$ cat src/sv/atfg_pkg.sv
// Shared constants, operation codes and inter-module structs for the fade transport.
// No dependencies; every other file imports this package.
package atfg_pkg;

  localparam int SAMPLE_BITS   = 24;
  localparam int FADE_BITS     = 16;
  localparam int PROD_BITS     = SAMPLE_BITS + FADE_BITS;
  localparam int CNT_BITS      = $clog2(SAMPLE_BITS + 1);
  localparam int OP_BITS       = 3;
  localparam int CFG_IDX_BITS  = 2;
  localparam int CFG_DATA_BITS = FADE_BITS;

  // Transport operation codes
  localparam logic [OP_BITS-1:0] OP_SAMPLE   = OP_BITS'(0);
  localparam logic [OP_BITS-1:0] OP_PLAY     = OP_BITS'(1);
  localparam logic [OP_BITS-1:0] OP_PAUSE    = OP_BITS'(2);
  localparam logic [OP_BITS-1:0] OP_STOP     = OP_BITS'(3);
  localparam logic [OP_BITS-1:0] OP_REQ_STOP = OP_BITS'(4);

  // Configuration register indexes
  localparam logic [CFG_IDX_BITS-1:0] REG_SOURCE_LOADED = CFG_IDX_BITS'(0);
  localparam logic [CFG_IDX_BITS-1:0] REG_FADE_ENABLE   = CFG_IDX_BITS'(1);
  localparam logic [CFG_IDX_BITS-1:0] REG_FADE_LENGTH   = CFG_IDX_BITS'(2);

  localparam logic [FADE_BITS-1:0] FADE_LENGTH_RST = FADE_BITS'(256);

  // Controller to datapath commands
  typedef struct packed {
    logic                 load;
    logic                 clear;
    logic                 start;
    logic [FADE_BITS-1:0] num;
    logic [FADE_BITS-1:0] den;
  } dp_cmd_t;

  // Datapath to controller status
  typedef struct packed {
    logic busy;
  } dp_sts_t;

  // Result flags handed to the output stage
  typedef struct packed {
    logic frame_end;
    logic playing;
    logic finished;
    logic rewind;
  } res_flags_t;

endpackage

$ cat src/sv/atfg_dp.sv
// Gain datapath: sample magnitude register, one multiplier and a bit-serial divider.
// Depends on atfg_pkg; driven by atfg_ctrl through dp_cmd_t.
module atfg_dp import atfg_pkg::*; (
  input  logic                          clk,
  input  logic                          rst_n,
  input  dp_cmd_t                       cmd,
  input  logic signed [SAMPLE_BITS-1:0] sample_in,
  output dp_sts_t                       sts,
  output logic signed [SAMPLE_BITS-1:0] sample_out
);

  logic                   neg_r, neg_nxt;
  logic [SAMPLE_BITS-1:0] mag_r, mag_nxt;
  logic [FADE_BITS-1:0]   rem_r, rem_nxt;
  logic [SAMPLE_BITS-1:0] low_r, low_nxt;
  logic [CNT_BITS-1:0]    cnt_r, cnt_nxt;

  logic [SAMPLE_BITS-1:0] in_u;
  logic [PROD_BITS-1:0]   prod;
  logic [FADE_BITS:0]     trial;
  logic [FADE_BITS:0]     diff;
  logic                   qbit;
  logic [SAMPLE_BITS-1:0] low_shift;

  assign in_u = sample_in;
  assign prod = PROD_BITS'(mag_r) * PROD_BITS'(cmd.num);

  // One restoring division step: bring down the next dividend bit, try the subtract
  assign trial     = {rem_r, low_r[SAMPLE_BITS-1]};
  assign diff      = trial - {1'b0, cmd.den};
  assign qbit      = (trial >= {1'b0, cmd.den});
  assign low_shift = {low_r[SAMPLE_BITS-2:0], qbit};

  always_comb begin
    neg_nxt = neg_r;
    mag_nxt = mag_r;
    rem_nxt = rem_r;
    low_nxt = low_r;
    cnt_nxt = cnt_r;
    if (cmd.load) begin
      // Split the incoming word into sign and magnitude
      neg_nxt = in_u[SAMPLE_BITS-1];
      mag_nxt = in_u[SAMPLE_BITS-1] ? (~in_u) + SAMPLE_BITS'(1) : in_u;
    end else if (cmd.clear) begin
      neg_nxt = 1'b0;
      mag_nxt = '0;
    end else if (cmd.start) begin
      // Upper product bits are always below the divisor, so start the remainder there
      rem_nxt = prod[PROD_BITS-1:SAMPLE_BITS];
      low_nxt = prod[SAMPLE_BITS-1:0];
      cnt_nxt = CNT_BITS'(SAMPLE_BITS);
    end else if (cnt_r != '0) begin
      rem_nxt = qbit ? diff[FADE_BITS-1:0] : trial[FADE_BITS-1:0];
      low_nxt = low_shift;
      cnt_nxt = cnt_r - CNT_BITS'(1);
      if (cnt_r == CNT_BITS'(1)) begin
        mag_nxt = low_shift;
      end
    end
  end

  always_ff @(posedge clk) begin
    if (!rst_n) begin
      cnt_r <= '0;
    end else begin
      cnt_r <= cnt_nxt;
    end
    neg_r <= neg_nxt;
    mag_r <= mag_nxt;
    rem_r <= rem_nxt;
    low_r <= low_nxt;
  end

  assign sts.busy   = (cnt_r != '0);
  assign sample_out = neg_r ? signed'((~mag_r) + SAMPLE_BITS'(1)) : signed'(mag_r);

endmodule

$ cat src/sv/atfg_out.sv
// Output register stage: holds one result word until the receiver takes it.
// Depends on atfg_pkg; loaded by atfg_ctrl, sample from atfg_dp.
module atfg_out import atfg_pkg::*; (
  input  logic                          clk,
  input  logic                          rst_n,
  input  logic                          load,
  input  res_flags_t                    flags,
  input  logic signed [SAMPLE_BITS-1:0] sample,
  output logic                          free,
  output logic                          out_valid,
  input  logic                          out_ready,
  output logic signed [SAMPLE_BITS-1:0] out_sample_out,
  output logic                          out_frame_end_out,
  output logic                          out_is_playing,
  output logic                          out_finished,
  output logic                          out_rewind
);

  logic                          valid_r, valid_nxt;
  logic signed [SAMPLE_BITS-1:0] sample_r, sample_nxt;
  res_flags_t                    flags_r, flags_nxt;

  assign free = !valid_r || out_ready;

  // Take a new word when loaded, drop the held one once accepted
  always_comb begin
    valid_nxt  = valid_r;
    sample_nxt = sample_r;
    flags_nxt  = flags_r;
    if (load) begin
      valid_nxt  = 1'b1;
      sample_nxt = sample;
      flags_nxt  = flags;
    end else if (out_ready) begin
      valid_nxt = 1'b0;
    end
  end

  always_ff @(posedge clk) begin
    if (!rst_n) begin
      valid_r <= 1'b0;
    end else begin
      valid_r <= valid_nxt;
    end
    sample_r <= sample_nxt;
    flags_r  <= flags_nxt;
  end

  assign out_valid         = valid_r;
  assign out_sample_out    = sample_r;
  assign out_frame_end_out = flags_r.frame_end;
  assign out_is_playing    = flags_r.playing;
  assign out_finished      = flags_r.finished;
  assign out_rewind        = flags_r.rewind;

endmodule

$ cat src/sv/atfg_ctrl.sv
// Transport controller: configuration registers, play/fade state and the item sequencer.
// Depends on atfg_pkg; commands atfg_dp and loads atfg_out.
module atfg_ctrl import atfg_pkg::*; (
  input  logic                     clk,
  input  logic                     rst_n,
  input  logic                     in_valid,
  output logic                     in_ready,
  input  logic [OP_BITS-1:0]       in_op,
  input  logic                     in_frame_end,
  input  logic                     in_source_has_data,
  input  logic                     cfg_valid,
  output logic                     cfg_ready,
  input  logic [CFG_IDX_BITS-1:0]  cfg_index,
  input  logic [CFG_DATA_BITS-1:0] cfg_data,
  output dp_cmd_t                  dp_cmd,
  input  dp_sts_t                  dp_sts,
  input  logic                     out_free,
  output logic                     out_load,
  output res_flags_t               out_flags
);

  typedef enum logic [2:0] {
    S_IDLE,
    S_EXEC,
    S_SC_IN,
    S_SC_OUT,
    S_FINISH
  } state_t;

  state_t               state_r, state_nxt;
  logic [OP_BITS-1:0]   op_r, op_nxt;
  logic                 fend_r, fend_nxt;
  logic                 has_r, has_nxt;
  logic                 src_loaded_r, src_loaded_nxt;
  logic                 fade_en_r, fade_en_nxt;
  logic [FADE_BITS-1:0] fade_len_r, fade_len_nxt;
  logic                 playing_r, playing_nxt;
  logic                 stop_pend_r, stop_pend_nxt;
  logic [FADE_BITS-1:0] fil_r, fil_nxt;
  logic [FADE_BITS-1:0] fol_r, fol_nxt;

  logic [FADE_BITS-1:0] len_eff;
  logic [FADE_BITS-1:0] n_in;
  logic [FADE_BITS-1:0] e_val;
  logic [FADE_BITS-1:0] e_dec;
  logic [FADE_BITS-1:0] n_out;
  logic                 active;

  // Gain numerators from the state as it stands before this item
  assign len_eff = (fade_len_r == '0) ? FADE_BITS'(1) : fade_len_r;
  assign n_in    = (fil_r >= len_eff) ? '0 : len_eff - fil_r;
  assign e_val   = (fol_r == '0) ? len_eff : fol_r;
  assign e_dec   = e_val - FADE_BITS'(1);
  assign n_out   = (e_dec > len_eff) ? len_eff : e_dec;
  assign active  = (op_r == OP_SAMPLE) && src_loaded_r && playing_r && has_r;

  assign in_ready  = (state_r == S_IDLE);
  assign cfg_ready = 1'b1;

  always_comb begin
    state_nxt      = state_r;
    op_nxt         = op_r;
    fend_nxt       = fend_r;
    has_nxt        = has_r;
    src_loaded_nxt = src_loaded_r;
    fade_en_nxt    = fade_en_r;
    fade_len_nxt   = fade_len_r;
    playing_nxt    = playing_r;
    stop_pend_nxt  = stop_pend_r;
    fil_nxt        = fil_r;
    fol_nxt        = fol_r;
    dp_cmd         = '0;
    dp_cmd.den     = len_eff;
    dp_cmd.load    = in_valid && in_ready;
    out_load       = 1'b0;
    out_flags      = '0;

    // Register writes
    if (cfg_valid) begin
      case (cfg_index)
        REG_SOURCE_LOADED: src_loaded_nxt = cfg_data[0];
        REG_FADE_ENABLE:   fade_en_nxt    = cfg_data[0];
        REG_FADE_LENGTH:   fade_len_nxt   = cfg_data;
        default:           ;
      endcase
    end

    case (state_r)
      // Capture the word; the datapath takes the sample in the same edge
      S_IDLE: begin
        if (in_valid) begin
          op_nxt    = in_op;
          fend_nxt  = in_frame_end;
          has_nxt   = in_source_has_data;
          state_nxt = S_EXEC;
        end
      end
      // Pick the gain stages this word needs, or mute it
      S_EXEC: begin
        if (active) begin
          if (fil_r != '0) begin
            dp_cmd.start = 1'b1;
            dp_cmd.num   = n_in;
            state_nxt    = S_SC_IN;
          end else if (stop_pend_r) begin
            dp_cmd.start = 1'b1;
            dp_cmd.num   = n_out;
            state_nxt    = S_SC_OUT;
          end else begin
            state_nxt = S_FINISH;
          end
        end else begin
          dp_cmd.clear = 1'b1;
          state_nxt    = S_FINISH;
        end
      end
      // Fade-in scaling done: chain the fade-out one if a stop is pending
      S_SC_IN: begin
        if (!dp_sts.busy) begin
          if (stop_pend_r) begin
            dp_cmd.start = 1'b1;
            dp_cmd.num   = n_out;
            state_nxt    = S_SC_OUT;
          end else begin
            state_nxt = S_FINISH;
          end
        end
      end
      S_SC_OUT: begin
        if (!dp_sts.busy) begin
          state_nxt = S_FINISH;
        end
      end
      // Commit the transport state and hand the word to the output stage
      S_FINISH: begin
        case (op_r)
          OP_SAMPLE: begin
            out_flags.frame_end = fend_r;
            if (src_loaded_r && playing_r) begin
              if (!has_r) begin
                if (!stop_pend_r) begin
                  playing_nxt        = 1'b0;
                  out_flags.finished = 1'b1;
                end
              end else if (fend_r) begin
                if (fil_r != '0) begin
                  fil_nxt = fil_r - FADE_BITS'(1);
                end
                if (stop_pend_r) begin
                  fol_nxt = e_dec;
                  if (e_dec == '0) begin
                    playing_nxt   = 1'b0;
                    stop_pend_nxt = 1'b0;
                  end
                end
              end
            end
          end
          OP_PLAY: begin
            if (src_loaded_r) begin
              fil_nxt       = fade_en_r ? fade_len_r : '0;
              stop_pend_nxt = 1'b0;
              playing_nxt   = 1'b1;
            end
          end
          OP_PAUSE: begin
            playing_nxt = 1'b0;
          end
          OP_STOP: begin
            playing_nxt      = 1'b0;
            stop_pend_nxt    = 1'b0;
            fol_nxt          = '0;
            out_flags.rewind = 1'b1;
          end
          OP_REQ_STOP: begin
            if (playing_r) begin
              stop_pend_nxt = 1'b1;
            end
          end
          default: ;
        endcase
        out_flags.playing = playing_nxt;
        if (out_free) begin
          out_load  = 1'b1;
          state_nxt = S_IDLE;
        end else begin
          // Hold the state until the output register has room
          playing_nxt   = playing_r;
          stop_pend_nxt = stop_pend_r;
          fil_nxt       = fil_r;
          fol_nxt       = fol_r;
        end
      end
      default: state_nxt = S_IDLE;
    endcase
  end

  always_ff @(posedge clk) begin
    if (!rst_n) begin
      state_r      <= S_IDLE;
      src_loaded_r <= 1'b0;
      fade_en_r    <= 1'b1;
      fade_len_r   <= FADE_LENGTH_RST;
      playing_r    <= 1'b0;
      stop_pend_r  <= 1'b0;
      fil_r        <= '0;
      fol_r        <= '0;
    end else begin
      state_r      <= state_nxt;
      src_loaded_r <= src_loaded_nxt;
      fade_en_r    <= fade_en_nxt;
      fade_len_r   <= fade_len_nxt;
      playing_r    <= playing_nxt;
      stop_pend_r  <= stop_pend_nxt;
      fil_r        <= fil_nxt;
      fol_r        <= fol_nxt;
    end
    op_r   <= op_nxt;
    fend_r <= fend_nxt;
    has_r  <= has_nxt;
  end

endmodule

$ cat src/sv/audio_transport_fade_gain.sv
// Playback transport with linear fade-in and fade-out gain.
// Input channel (in_*): one word per command or per channel sample, in_frame_end
//   marks the last channel of a frame. Output channel (out_*): exactly one word
//   per input word, in order: gained sample, frame end copy, playing flag,
//   finished and rewind pulses.
// Configuration channel (cfg_*): index 0 source loaded, 1 fade enable,
//   2 fade length in frames; always ready, write only while the block is idle.
// Timing: one word at a time. Commands, muted samples and samples with no active
//   fade pass from S_IDLE through S_EXEC and S_FINISH into the output register,
//   and the input is ready again once the controller is back in S_IDLE. Each
//   active fade adds a pass through the shared multiply and bit-serial divide
//   unit (S_SC_IN for the fade-in, S_SC_OUT for the fade-out).
// Reset (rst_n low, synchronous): stopped, no fades pending, fade enabled,
//   fade length 256, source not loaded, output register empty.
// Stall: a finished word waits in the output register while the next word is
//   taken and worked on; that one waits in the controller until the register
//   frees.
module audio_transport_fade_gain import atfg_pkg::*; (
  input  logic                          clk,
  input  logic                          rst_n,
  input  logic                          in_valid,
  output logic                          in_ready,
  input  logic [OP_BITS-1:0]            in_op,
  input  logic signed [SAMPLE_BITS-1:0] in_sample_in,
  input  logic                          in_frame_end,
  input  logic                          in_source_has_data,
  output logic                          out_valid,
  input  logic                          out_ready,
  output logic signed [SAMPLE_BITS-1:0] out_sample_out,
  output logic                          out_frame_end_out,
  output logic                          out_is_playing,
  output logic                          out_finished,
  output logic                          out_rewind,
  input  logic                          cfg_valid,
  output logic                          cfg_ready,
  input  logic [CFG_IDX_BITS-1:0]       cfg_index,
  input  logic [CFG_DATA_BITS-1:0]      cfg_data
);

  dp_cmd_t                       dp_cmd;
  dp_sts_t                       dp_sts;
  logic                          out_free;
  logic                          out_load;
  res_flags_t                    out_flags;
  logic signed [SAMPLE_BITS-1:0] dp_sample;

  atfg_ctrl u_ctrl (
    .clk                (clk),
    .rst_n              (rst_n),
    .in_valid           (in_valid),
    .in_ready           (in_ready),
    .in_op              (in_op),
    .in_frame_end       (in_frame_end),
    .in_source_has_data (in_source_has_data),
    .cfg_valid          (cfg_valid),
    .cfg_ready          (cfg_ready),
    .cfg_index          (cfg_index),
    .cfg_data           (cfg_data),
    .dp_cmd             (dp_cmd),
    .dp_sts             (dp_sts),
    .out_free           (out_free),
    .out_load           (out_load),
    .out_flags          (out_flags)
  );

  atfg_dp u_dp (
    .clk        (clk),
    .rst_n      (rst_n),
    .cmd        (dp_cmd),
    .sample_in  (in_sample_in),
    .sts        (dp_sts),
    .sample_out (dp_sample)
  );

  atfg_out u_out (
    .clk               (clk),
    .rst_n             (rst_n),
    .load              (out_load),
    .flags             (out_flags),
    .sample            (dp_sample),
    .free              (out_free),
    .out_valid         (out_valid),
    .out_ready         (out_ready),
    .out_sample_out    (out_sample_out),
    .out_frame_end_out (out_frame_end_out),
    .out_is_playing    (out_is_playing),
    .out_finished      (out_finished),
    .out_rewind        (out_rewind)
  );

endmodule

$ cat config.mk
export PLATFORM = sky130hd
export DESIGN_NAME = audio_transport_fade_gain
export DESIGN_NICKNAME = d
export VERILOG_FILES = /design/src/sv/atfg_pkg.sv /design/src/sv/atfg_dp.sv /design/src/sv/atfg_out.sv /design/src/sv/atfg_ctrl.sv /design/src/sv/audio_transport_fade_gain.sv
export SDC_FILE = /design/constraint.sdc
export NUM_CORES = 2
export LEC_CHECK = 0
export BUFFER_PORTS_ARGS = -buffer_cell sky130_fd_sc_hd__buf_2
export CORE_UTILIZATION = 71
export CTS_BUF_LIST = sky130_fd_sc_hd__clkbuf_2
export CTS_CLUSTER_DIAMETER = 30
export DETAILED_ROUTE_END_ITERATION = 10
export PLACE_DENSITY = 0.92
export SYNTH_ARGS = -nofsm -noshare
export SYNTH_HDL_FRONTEND = slang
export SYNTH_SLANG_ARGS = --single-unit
$ cat constraint.sdc
create_clock -name clk -period 23.2 [get_ports clk]
set_clock_uncertainty 0.2 [all_clocks]
set_input_delay 1.16 -clock clk [delete_from_list [all_inputs] [get_ports clk]]
set_output_delay 1.16 -clock clk [all_outputs]
set_load 0.01 [all_outputs]
### Word level (Yosys, flattened, before mapping)

Cells that the tools add are included.

| storage, ports and cells | value |
|---|---|
| word-level logic and storage cells | 169 |
| register bits after elaboration | 159 |
| latch bits | 0 |
| memory bits (read-only) | 0 |
| input port bits | 52 |
| memory bits (writable) | 0 |
| memories kept | 0 |
| output and inout bits | 31 |

| cells by class | value |
|---|---|
| order comparisons | 3 |
| add/subtract/negate cells | 7 |
| bitwise operators | 7 |
| reductions and logical operators | 37 |
| shift operators | 0 |
| div/mod/pow operators | 0 |
| muxes and demuxes | 69 |
| multiply operators | 1 |
| eq/ne operators | 23 |

Operators with widths:

| kind | number |
|---|---|
| $mux 16 | 17 |
| $mux 24 | 9 |
| $mux 17 | 4 |
| $pmux 16 s2 | 2 |
| $add 24x1->24 const B | 2 |
| $logic_not 16->1 | 3 |
| $not 24->24 | 2 |
| $mul 24x16->40 | 1 |
| $pmux 17 s2 | 1 |
| $sub 16x1->16 const B | 2 |
| $sub 16x16->16 | 2 |
| $mux 1 | 24 |
| $mux 3 | 7 |
| $ge 17x16->1 | 1 |
| $ge 16x16->1 | 1 |
| $gt 16x16->1 | 1 |
| $reduce_and 8->1 | 2 |
| $reduce_bool 16->1 | 1 |
| $pmux 3 s5 | 1 |
| $eq 3x2->1 const B | 4 |
| $ne 2x2->1 const B | 6 |
| $reduce_and 2->1 | 6 |
| $mux 5 | 2 |
| $ne 2x1->1 const B | 5 |
| 24 further kinds | 41 |

### Logic depth before layout (Yosys ltp)

| depth | value |
|---|---|
| word-level depth | 13 |
| depth in mapped cells | 51 |
| mapped depth without buffers | 45 |

### Cells and area by module

A second synthesis with hierarchy kept.

| unflattened totals | value |
|---|---|
| cells, all modules | 2,797 |
| area, all modules | 23,919.2 µm² |

Modules (own cells, without submodules):

| module | cells an instance | instances | area an instance (µm²) | seq. area each (µm²) |
|---|---|---|---|---|
| atfg_dp | 1,978 | 1 | 17,400.4 | 2,052.0 |
| atfg_ctrl | 787 | 1 | 5,629.1 | 1,251.2 |
| atfg_out | 32 | 1 | 889.6 | 860.8 |

### Worst setup path after synthesis

OpenSTA, ideal clock, no wires.

| timing path | value |
|---|---|
| kind | register to register |
| from | reg u_ctrl.fol_r[8] |
| to | reg u_dp.rem_r[14] (data pin) |
| data arrival time | 11,369 ps |
| data required time | 22,731 ps |
| stages on the path, launching flop included | 46 |
| slack | 11,362 ps |
| library setup time | 269 ps |
| clock period less this slack | 11,838 ps |
| path buffers | 6 |
| path through | dfxtp_1 > clkbuf_1 > nor3_1 > nand4_1 > clkbuf_1 > nor2_1 > buf_2 > a21oi_1 > ha_1 > clkbuf_1 > nor3b_1 > o311ai_1 > or3_1 > nor2_1 > mux2i_1 > a211oi_2 > ha_1 > a21o_1 > [10 not listed] > inv_1 > fa_1 > fa_1 > inv_1 > fa_1 > fa_1 > fa_1 > ha_1 > and3_1 > and3_1 > o31ai_1 > a31oi_1 > a211oi_1 > or4b_2 > a311o_1 > xnor2_1 > nand2_1 > o21ai_0 |

| between the ends | value |
|---|---|
| longest elaborated chain between the ends | 11 |
| elaborated cells on any way between the ends | 12 |
| those cells by class | add/sub (1); mul (1); order compare (1); mux (8); reduce/logical (1) |

RTL lines:

| what | line | source |
|---|---|---|
| start, declared | atfg_ctrl.sv:40 | `logic [FADE_BITS-1:0] fol_r, fol_nxt;` |
| start signal, assigned | atfg_ctrl.sv:216 | `fol_r <= fol_nxt;` |
| $logic_not 16->1 | atfg_ctrl.sv:52 | `assign e_val = (fol_r == '0) ? len_eff : fol_r;` |
| $mux 16 * | atfg_ctrl.sv:52 |  |
| $sub 16x1->16 * | atfg_ctrl.sv:53 | `assign e_dec = e_val - FADE_BITS'(1);` |
| $gt 16x16->1 | atfg_ctrl.sv:54 | `assign n_out = (e_dec > len_eff) ? len_eff : e_dec;` |
| $mux 16 * | atfg_ctrl.sv:54 |  |
| $mux 17 * | atfg_ctrl.sv:105, atfg_ctrl.sv:120 |  |
| $mux 17 | atfg_ctrl.sv:101 | `if (fil_r != '0) begin` |
| $mux 17 | atfg_ctrl.sv:100 | `if (active) begin` |
| $pmux 17 s2 * | atfg_ctrl.sv:88 | `case (state_r)` |
| $mul 24x16->40 * | atfg_dp.sv:26 | `assign prod = PROD_BITS'(mag_r) * PROD_BITS'(cmd.num);` |
| $mux 16 * | atfg_dp.sv:47 | `end else if (cmd.start) begin` |
| end signal, assigned | atfg_dp.sv:70 | `rem_r <= rem_nxt;` |
| end, declared | atfg_dp.sv:14 | `logic [FADE_BITS-1:0] rem_r, rem_nxt;` |

Every way passes the cells marked *; elsewhere a longest branch is shown, timed or not.
A chain may end at the register's enable or synchronous reset.

### Worst setup path after layout

| timing path | value |
|---|---|
| from | reg u_ctrl.fol_r[0] |
| to | reg u_dp.rem_r[14] (data pin) |

Same word-level chain as after synthesis.

==> flow_metrics.py <==
metrics = {
    "sta": {
        "min_period_ns": 14.79,
        "slew_headroom_pct": 10.6,
        "min_period_over_period_pct": 63.8,
        "final_hold_viol_count": 0,
        "finalMaxSlewViolations": 0,
        "tightestPinTransition_ns": 1.34,
        "finalSetupTns_ns": 0,
        "rsz0062_at_grt": "no",
        "fmax_mhz": 67.6,
        "final-setup-viol-count": 0,
    },
    "run": {
        "drv_cap": 0,
    },
    "cells_and_area": {
        "seqCellArea_mm2": 0.00416,
        "drive_above_1_share_pct": 6.63,
        "syn_to_final_growth_pct": 3.64,
        "multi_input_area_mm2": 0.0172,
        "final_cell_area_mm2": 0.0243,
        "fin_nets": 3243,
        "fillCellCount": 2397,
    },
    "clock_network": {
        "numClockSinks": 159,
        "clockBufferDepth": 2,
        "clkLatencyLatePin_ns": 0.93,
        "postCtsResizedCells": 0,
        "h-tree-depth": 4,
        "cts_tree": "yes",
        "cts_buffers": 17,
        "clk_pin_slew_ns": 0.38,
        "post_cts_buffers": 0,
        "cts-root-buf": "clkbuf_2",
        "cts_hold_buf": 0,
    },
    "critical_path": {
        "worstPathMaxFanout": 24,
        "critical_path_class": "reg2reg",
        "critPathMaxStageDelay_ns": 1.07,
        "crit_arrival_ns": 15.24,
        "cp-end-kind": "flop",
        "slowest_stage": "nor2_1",
        "start_kind": "flop",
        "cp.required_ns": 23.65,
        "path_common_cell": "fa_1",
    },
    "yosys": {
        "yosys-top-cells-count": "nand2_1, inv_1, fa_1",
        "synthTopCellsByArea": "fa_1, edfxtp_1, ha_1",
        "synth_edf_count": 98,
        "syn_nets": 3275,
        "ys_types": 84,
        "synth_top_flop_cell": "edfxtp_1",
        "synth.most_common_cell": "nand2_1",
        "yosys.area.top_type": "fa_1",
        "ys.warnings.count": 0,
        "yosysSeqAreaShare_pct": 17.8,
        "ys_ff_latch": 159,
        "syn_inst": 2765,
        "synthesis.area_mm2": 0.0234,
        "avgSynthCellArea_um2": 8.47,
        "async_flop_share_pct": 0,
        "yosysTopAreaCellShare_pct": 26.3,
    },
    "grt": {
        "grt_pass1_vias": 21300,
        "overflow": 0,
        "grt_pass1_wl_mm": 114,
        "grt_max_degree": 70,
        "grt_usage_pct": 44.5,
        "antenna_found_initial": 3,
    },
    "pwr": {
        "power_leakage_nw": 11.0,
        "internal_power_mw": 0.559,
        "pwr-share-clk_pct": 17.1,
        "report.power.total_mw": 1.02,
        "peakVddDrop_v": 0.000127,
        "sw_frac_of_total_pct": 45.0,
        "seqPwrFrac_pct": 45.5,
        "p_comb_share_pct": 37.3,
        "powerDensity_mw_per_mm2": 41.9,
        "switching_power_mw": 0.458,
    },
    "floorplanning": {
        "dieArea_mm2": 0.0337,
        "die_h_um": 184,
        "start_util_pct": 72.0,
        "core_mm2": 0.0325,
        "dieWidth_um": 184,
        "num_rows": 66,
        "io_pins": 83,
    },
    "detailed_routing": {
        "ant_nets": 0,
        "via_per_inst": 6.60,
        "drc_errors": 0,
        "drt_iter0_markers": 2364,
        "vias": 21100,
        "dr.pass1.iters": 9,
        "routed_wirelength_mm": 72.6,
        "wl_per_cell_um": 22.8,
    },
    "status": {
        "status": "complete, no violations",
    },
    "placement": {
        "hpwlAfterDp_mm": 54.5,
        "place_area_mm2": 0.0240,
        "place_congestion": 1.02,
        "portBuffers": 81,
    },
    "min_path": {
        "hold_path_class": "in2reg",
    },
}
-- flip-flops by register name, indices dropped and copies added (netlist names), 3 cells and up --
register and cells:
u_ctrl.fade_len_r 16, u_ctrl.fil_r 16, u_ctrl.fol_r 16, u_ctrl.op_r 3, u_ctrl.state_r 3, u_dp.cnt_r 5, u_dp.low_r 24, u_dp.mag_r 24
u_dp.rem_r 16, u_out.out_sample_out 24
-- metal layers --
metal	wire, um	vias to the layer above	share of wire, %	track usage (%)
li1	-	8999	-	-
met1	26500	10200	37	57.7
met2	32100	1508	44	67.6
met3	10200	341	14	13.8
met4	3670	2	5.1	22.0
met5	11	-	0.015	0
-- worst paths after layout --
kind / startpoint / end / slack, ns / cells past startpoint
hold / removal: cfg_data[9] / u_ctrl.fade_len_r[9] / 0.27 / 3
setup reg to reg: u_ctrl.fol_r[0] / u_dp.rem_r[14] / 8.41 / 43
setup / recovery: u_ctrl.fol_r[0] / u_dp.rem_r[14] / 8.41 / 43
hold reg to reg: u_dp.cnt_r[1] / u_dp.cnt_r[1] / 0.34 / 2
-- area by class of cell --
class | instances | area share (%)
multi-input cells | 2044 | 70.8
flip-flops and latches | 159 | 17.1
inverters | 396 | 6.12
repair buffers | 115 | 2.72
well taps | 442 | 2.28
clock inverters | 14 | 0.587
clock buffers | 18 | 0.371
diodes | 1 | 0.0103
-- worst max-delay path, delay by kind of cell (launching register included) --
family / cells / cell delay, ns
AOI/OAI and AO/OA: 17 / 5.43
adders and majority gates: 9 / 4.16
muxes: 1 / 0.14
xor gates and xnor gates: 1 / 0.13
and+or+nand+nor: 10 / 3.70
DFF: 1 / 0.45
buffers and inverters: 5 / 0.27
-- power groups by stage --
stage	Combinational [mW]	Sequential [mW]	Clock (mW)
finish	0.380	0.463	0.174
detailed placement	0.366	0.460	0
global route	0.409	0.463	0.182
floorplan	0.284	0.405	0
global placement	0.351	0.457	0
CTS	0.368	0.454	0.174
-- stage by stage --
| step | util, % | setup WS (ns) | std cells | hold slack, ns |
|---|---|---|---|---|
| after floorplan | - | 11.36 | 2765 | 0.258 |
| after global placement | 73.9 | 9.46 | 3156 | 0.287 |
| after detailed placement | 73.9 | 8.95 | 3156 | 0.317 |
| after CTS | 74.6 | 8.83 | 3188 | 0.195 |
| after global routing | 74.6 | 7.82 | 3189 | 0.172 |
| final | 74.6 | 8.41 | 3189 | 0.271 |
-- cell families (layout without fill, tap and decap cells) --
kind of cell	Yosys count	count (layout)	synth area share [%]
buf+inv	562	543	9.15
other cells	1	2	0.0160
flops	159	159	17.8
fa+ha+maj	462	462	34.5
mux	20	20	0.860
compound gates	481	481	13.4
simple gates	951	951	19.5
xor+xnor	129	129	4.82
-- cells in the final DEF, fill, tap and decap left out, types with 14 or more instances in the layout --
| master | Yosys | layout |
|---|---|---|
| a211oi_1 | 22 | 22 |
| a22oi_1 | 30 | 30 |
| a21o_1 | 21 | 21 |
| nand2b_1 | 26 | 26 |
| inv_1 | 392 | 392 |
| and2_1 | 144 | 144 |
| or3_1 | 16 | 16 |
| clkbuf_2 | 0 | 18 |
| o21ai_0 | 117 | 117 |
| a21oi_1 | 115 | 114 |
| xnor2_1 | 74 | 74 |
| nor3_1 | 56 | 56 |
| nand2_1 | 420 | 420 |
| buf_2 | 24 | 81 |
| nand3_1 | 40 | 40 |
| edfxtp_1 | 98 | 98 |
| fa_1 | 308 | 308 |
| nor4_1 | 23 | 23 |
| mux2i_1 | 19 | 19 |
| o31ai_1 | 27 | 27 |
| nor2_1 | 120 | 120 |
| a31oi_1 | 16 | 16 |
| ha_1 | 150 | 150 |
| dfxtp_1 | 61 | 61 |
| xor2_1 | 55 | 55 |
| and3_1 | 15 | 15 |
| buf_4 | 1 | 34 |
| nor2b_1 | 28 | 28 |
| o211ai_1 | 14 | 14 |
Power figures use the tool's default switching activity.
